### src/ipc_pkg.sv
`timescale 1ns / 1ps
package ipc_pkg;
    localparam int POLICY_DEPTH = 16;
    localparam int IDX_W = $clog2(POLICY_DEPTH);
    localparam int CNT_W = $clog2(POLICY_DEPTH + 1);

    typedef enum logic [1:0] {
        OP_CLEAR  = 2'd0,
        OP_STAGE  = 2'd1,
        OP_APPEND = 2'd2,
        OP_LOOKUP = 2'd3
    } op_t;

    localparam logic [1:0] ST_DONE    = 2'd0;
    localparam logic [1:0] ST_FULL    = 2'd1;
    localparam logic [1:0] ST_NOMATCH = 2'd2;
    localparam logic [1:0] ACT_PROTECT = 2'd2;

    typedef struct packed {
        logic         ipv6;
        logic [7:0]   proto;
        logic [127:0] src_lo;
        logic [127:0] src_hi;
        logic [127:0] dst_lo;
        logic [127:0] dst_hi;
        logic [15:0]  sport_lo;
        logic [15:0]  sport_hi;
        logic [15:0]  dport_lo;
        logic [15:0]  dport_hi;
        logic [1:0]   act;
        logic [31:0]  spi;
    } policy_t;

    typedef struct packed {
        logic         ipv6;
        logic [7:0]   proto;
        logic [127:0] src;
        logic [127:0] dst;
        logic [15:0]  sport;
        logic [15:0]  dport;
    } flow_t;

    typedef struct packed {
        logic             hit;
        logic [IDX_W-1:0] idx;
        logic [1:0]       act;
        logic [31:0]      spi;
    } hit_t;
endpackage

### src/ipc_cell.sv
`timescale 1ns / 1ps
module ipc_cell import ipc_pkg::*; (
    input  logic             aclk,
    input  logic             aresetn,
    input  logic             wr_en,
    input  policy_t          wr_pol,
    input  logic             valid,
    input  logic [IDX_W-1:0] my_idx,
    input  flow_t            flow_in,
    input  hit_t             hit_in,
    output flow_t            flow_out,
    output hit_t             hit_out
);
    policy_t pol_reg;
    flow_t   flow_reg;
    hit_t    hit_reg;
    logic    match;
    logic [127:0] m;

    assign m = flow_in.ipv6 ? {128{1'b1}} : {96'd0, 32'hFFFF_FFFF};

    always_comb begin
        match = valid && pol_reg.ipv6 == flow_in.ipv6
            && (pol_reg.proto == 8'd0 || pol_reg.proto == flow_in.proto)
            && (flow_in.src & m) >= (pol_reg.src_lo & m)
            && (flow_in.src & m) <= (pol_reg.src_hi & m)
            && (flow_in.dst & m) >= (pol_reg.dst_lo & m)
            && (flow_in.dst & m) <= (pol_reg.dst_hi & m)
            && flow_in.sport >= pol_reg.sport_lo && flow_in.sport <= pol_reg.sport_hi
            && flow_in.dport >= pol_reg.dport_lo && flow_in.dport <= pol_reg.dport_hi;
    end

    always_ff @(posedge aclk) begin
        if (wr_en) begin
            pol_reg <= wr_pol;
        end
        flow_reg <= flow_in;
        if (!aresetn) begin
            hit_reg <= '0;
        end else if (!hit_in.hit && match) begin
            hit_reg <= '{hit: 1'b1, idx: my_idx, act: pol_reg.act, spi: pol_reg.spi};
        end else begin
            hit_reg <= hit_in;
        end
    end

    assign flow_out = flow_reg;
    assign hit_out  = hit_reg;
endmodule

### config.mk
export PLATFORM = sky130hd
export DESIGN_NAME = ipc_cell
export DESIGN_NICKNAME = d
export VERILOG_FILES = /design/src/ipc_pkg.sv /design/src/ipc_cell.sv
export SDC_FILE = /design/constraint.sdc
export NUM_CORES = 2
export LEC_CHECK = 0
export ABC_AREA = 1
export BUFFER_PORTS_ARGS = -buffer_cell sky130_fd_sc_hd__buf_2
export CAP_MARGIN = 20
export CORE_AREA = 5 5 508 510
export DETAILED_ROUTE_END_ITERATION = 12
export DIE_AREA = 0 0 513 515
export GPL_TIMING_DRIVEN = 0
export MAX_ROUTING_LAYER = met4
export PLACE_DENSITY = 0.3
export RECOVER_POWER = 25
export SYNTH_ARGS = -nofsm -noshare
export SYNTH_HDL_FRONTEND = slang
export SYNTH_SLANG_ARGS = --single-unit
### constraint.sdc
create_clock -name aclk -period 4.3 [get_ports aclk]
set_input_delay 0.43 -clock aclk [delete_from_list [all_inputs] [get_ports aclk]]
set_output_delay 0.43 -clock aclk [all_outputs]
set_load 0.01 [all_outputs]
==> summary.log <==
INFO  status         run_status=complete, but fails checks
INFO  status         violations=max-capacitance violations, max-slew violations
INFO  critical_path  critPathSlowestCell=sky130_fd_sc_hd__clkbuf_4
INFO  cells_and_area finalCoreUtilization=26.9%
INFO  floorplan      placeable_core_region=253000squm
INFO  cells_and_area final_cell_area=68200squm
INFO  critical_path  worst-endpoint-required=4.95ns
INFO  global_routing grt_use_total=16.2%
INFO  power_and_ir_drop report.power.total=25.9mW
INFO  power_and_ir_drop leakage=31.5nW
INFO  critical_path  startpoint_type=input pin
INFO  sta            headroom_to_the_max_slew_limit=-151%
INFO  clocking       clk_pin_slew=0.06ns
INFO  routing        vias_per_cell=3.71
INFO  sta            setup_viol_count_final=0
INFO  critical_path  crit_path_max_incr_delay=0.40ns
INFO  cells_and_area finish.cell_count_without_fillers=10017
INFO  power_and_ir_drop p_per_area=380nW/um^2
INFO  logic_synthesis synth_warnings=0
INFO  floorplan      fp.dieArea=264000squm
INFO  routing        post_drt_wl_per_cell=21.3microns
INFO  critical_path  worst-endpoint-arrival=4.68ns
INFO  logic_synthesis yosys_register_bits=955
INFO  critical_path  cp_top_family=simple AND/OR/NAND/NOR gates
INFO  logic_synthesis most_area_hungry_cell_type_in_the_yosys_netlist=sky130_fd_sc_hd__edfxtp_1
INFO  cells_and_area layout-drive-gt1-share=19.9%
INFO  clocking       cts-root-buf=sky130_fd_sc_hd__clkbuf_16
INFO  logic_synthesis synth.cells.most_frequent=1073 x sky130_fd_sc_hd__nand2_1, 619 x sky130_fd_sc_hd__edfxtp_1, 572 x sky130_fd_sc_hd__ha_1
INFO  critical_path  worst_r2r_path_depth=19
INFO  sta            finalHoldWorstSlack=0.102ns
INFO  logic_synthesis syn_area_per_cell=10.6squm
INFO  clocking       numCtsBuffers=131
INFO  worst_hold_path worst_hold_path_cell_count=3
INFO  routing        drt_iter0_markers=1738
INFO  global_routing gr-total-overflow=0
INFO  routing        ant_nets=0
INFO  cells_and_area flow.area_growth_from_synthesis=58.6%
INFO  worst_hold_path hold_start=aresetn
INFO  critical_path  regToRegEndpoint=hit_out[13]
INFO  placed_design  globalplace.congestion=0.809
INFO  placed_design  port_buffers=1297
INFO  logic_synthesis synth_cell_type_count=38
INFO  routing        drc=0
INFO  sta            setup_total_negative_slack=0ns
INFO  routing        firstDrtPassIters=5
INFO  floorplan      fp.dieH=515microns
INFO  placed_design  detailedPlace.worstSlack=-2.67ns
INFO  floorplan      floorplan.initialDensity=17.0%
INFO  logic_synthesis synth_enable_flop_cells=619
INFO  power_and_ir_drop ir_drop=359uV
INFO  clocking       ctsHtreeMaxLevel=4
INFO  clocking       cts_num_sinks=955
INFO  sta            layout_setup_ws=0.274ns
INFO  critical_path  worstSetupEndpointType=flip-flop
INFO  critical_path  critical_path.n_buffers_inverters=9
INFO  sta            tightestPinTransition=3.76ns
INFO  sta            min_period_over_period=93.6%
INFO  global_routing wire_length_of_the_first_global_routing_pass=296mm
INFO  critical_path  crit_chain=buf_4 -> buf_8 -> clkbuf_4 -> clkbuf_2 -> nand2_1 -> inv_1 -> ha_1 -> nand2_1 -> inv_1 -> nand3_1 -> nor3_4 -> nand4_1 -> buf_4 -> nand3b_1 -> nor3_2 -> nand2_2 -> nand2_1 -> nand2_2 -> nor2_2 -> nand4_2 -> buf_6 -> buf_4 -> nor2_1 -> nor2_1
INFO  logic_synthesis ys_dominant_reg_cell=sky130_fd_sc_hd__edfxtp_1
INFO  critical_path  rrSetupSlack=0.67ns
INFO  logic_synthesis yosys.cell_count.top_type=sky130_fd_sc_hd__nand2_1
INFO  sta            grt_setup_unrepaired=false
INFO  sta            maxClockFrequency=248MHz
INFO  worst_hold_path holdCritPathClass=in -> reg
INFO  critical_path  criticalPathCategory=in -> reg
INFO  floorplan      io_pins=1299
INFO  critical_path  critical_path.startpoint=flow_in[296]
INFO  routing        num_vias=37209
INFO  critical_path  cp_max_fo=11
INFO  global_routing pin_count_of_the_biggest_net_entering_global_routing=108
INFO  sta            hold_violations=0
INFO  logic_synthesis syn-num-nets=5575
INFO  job            max-cap-violations=1
INFO  global_routing antenna_found_initial=128
INFO  clocking       clk-insertion-delay-late=0.77ns
INFO  clocking       cts_tree=built
INFO  floorplan      core.rowCount=185
INFO  sta            post-route-min-period=4.03ns
INFO  logic_synthesis synth_top_area_share=43.3%
INFO  sta            final_max_slew_viol_count=52
INFO  cells_and_area flip_flop_count_of_the_largest_register_after_layout=619
INFO  routing        totalWireLength=214mm
INFO  logic_synthesis proportion_of_synthesized_flip_flops_having_asynchronous_set_or_reset=0%
INFO  floorplan      die_width=513microns
INFO  worst_hold_path whs_endpoint=hit_out[13]
INFO  clocking       cts_max_path_buffers=3
INFO  global_routing first_global_vias=39867
INFO  placed_design  post-dp-hpwl=177mm
INFO  logic_synthesis ys_seq_area_share=58.9%
INFO  logic_synthesis netlist_top_cells_area=sky130_fd_sc_hd__edfxtp_1 43%, sky130_fd_sc_hd__ha_1 17%, sky130_fd_sc_hd__dfxtp_1 16%
INFO  critical_path  worstReg2RegStart=pol_reg[593]
INFO  placed_design  postPlaceCellArea=54000squm
INFO  logic_synthesis synthesized_netlist_cell_count=4040
INFO  logic_synthesis post_synth_instance_area=43000squm
INFO  sta            fin_worst_skew=0.0343ns
INFO  placed_design  dp_cells=8715
INFO  cells_and_area finish.net_count=7981
==> worst min-delay path, delay by kind of cell <==
| kind | cells | cell delay (ns) |
|---|---|---|
| buffers and inverters | 1 | 0.23 |
| and+or+nand+nor | 2 | 0.16 |
==> where the power goes <==
group          leakage (nW)  switching (mW)  internal (mW)
Combinational          20.5            2.17           1.72
Clock                  2.17            4.70           6.65
Sequential             8.89           0.229           10.5
==> layer usage <==
metal	up-vias	share of wire, %	global-route usage [%]	wire length, microns
met4	0	2.1	3.24	4390
met5	-	0	-	0
met3	231	5.6	3.67	12000
met2	1118	48	27.5	103000
met1	17319	44	19.8	93900
li1	18541	-	-	-
==> layout by cell type, fill, tap and decap left out, types with 15 or more instances in the layout <==
| cell | instances |
|---|---|
| sky130_fd_sc_hd__nand2_1 | 1069 |
| sky130_fd_sc_hd__buf_2 | 1005 |
| sky130_fd_sc_hd__dlygate4sd3_1 | 959 |
| sky130_fd_sc_hd__edfxtp_1 | 619 |
| sky130_fd_sc_hd__ha_1 | 572 |
| sky130_fd_sc_hd__inv_1 | 550 |
| sky130_fd_sc_hd__clkbuf_1 | 352 |
| sky130_fd_sc_hd__dfxtp_1 | 336 |
| sky130_fd_sc_hd__a21oi_1 | 286 |
| sky130_fd_sc_hd__nor2_1 | 206 |
| sky130_fd_sc_hd__clkbuf_16 | 143 |
| sky130_fd_sc_hd__diode_2 | 96 |
| sky130_fd_sc_hd__o21ai_0 | 87 |
| sky130_fd_sc_hd__nand4_1 | 60 |
| sky130_fd_sc_hd__nand3_1 | 57 |
| sky130_fd_sc_hd__clkbuf_2 | 34 |
| sky130_fd_sc_hd__nor3_1 | 22 |
| sky130_fd_sc_hd__o211ai_1 | 17 |
| sky130_fd_sc_hd__clkbuf_8 | 16 |
| sky130_fd_sc_hd__o21a_1 | 15 |
==> how the worst max path moves through the flow <==
stage                    to  slack, ns  depth (start not counted)
4_1_cts         hit_out[11]       0.03                         22
6_report        hit_out[13]       0.27                         24
2_1_floorplan   hit_out[10]       0.89                         20
3_3_place_gp   pol_reg[261]      -9.11                          1
5_1_grt         hit_out[13]       0.01                         24
3_5_place_dp    hit_out[11]      -2.67                         24
==> logic make-up after synthesis <==
kind of cell	synth area share, %
buffers and inverters	5.57
and+or+nand+nor	13.5
xor gates and xnor gates	0.122
adders and majority gates	16.7
DFF	58.9
AOI/OAI and AO/OA	5.25
==> area by class of cell <==
class | count | area (sq um)
antenna | 96 | 240
buffer | 75 | 437
clock buffer | 190 | 3860
clock inverter | 52 | 601
fill | 27225 | 185000
inverter | 553 | 2080
multi-input combinational | 2456 | 15400
sequential | 955 | 25300
tap | 3366 | 4210
timing repair buffer | 2274 | 16000
==> what timing repair did <==
item,CTS,global route
gates resized for setup,74,17
pin swaps,2,2
setup buffers,2,4
hold buffers,959,0
endpoints found under the setup margin,39,38
hold endpoints to repair,955,0
Power figures use the tool's default switching activity.
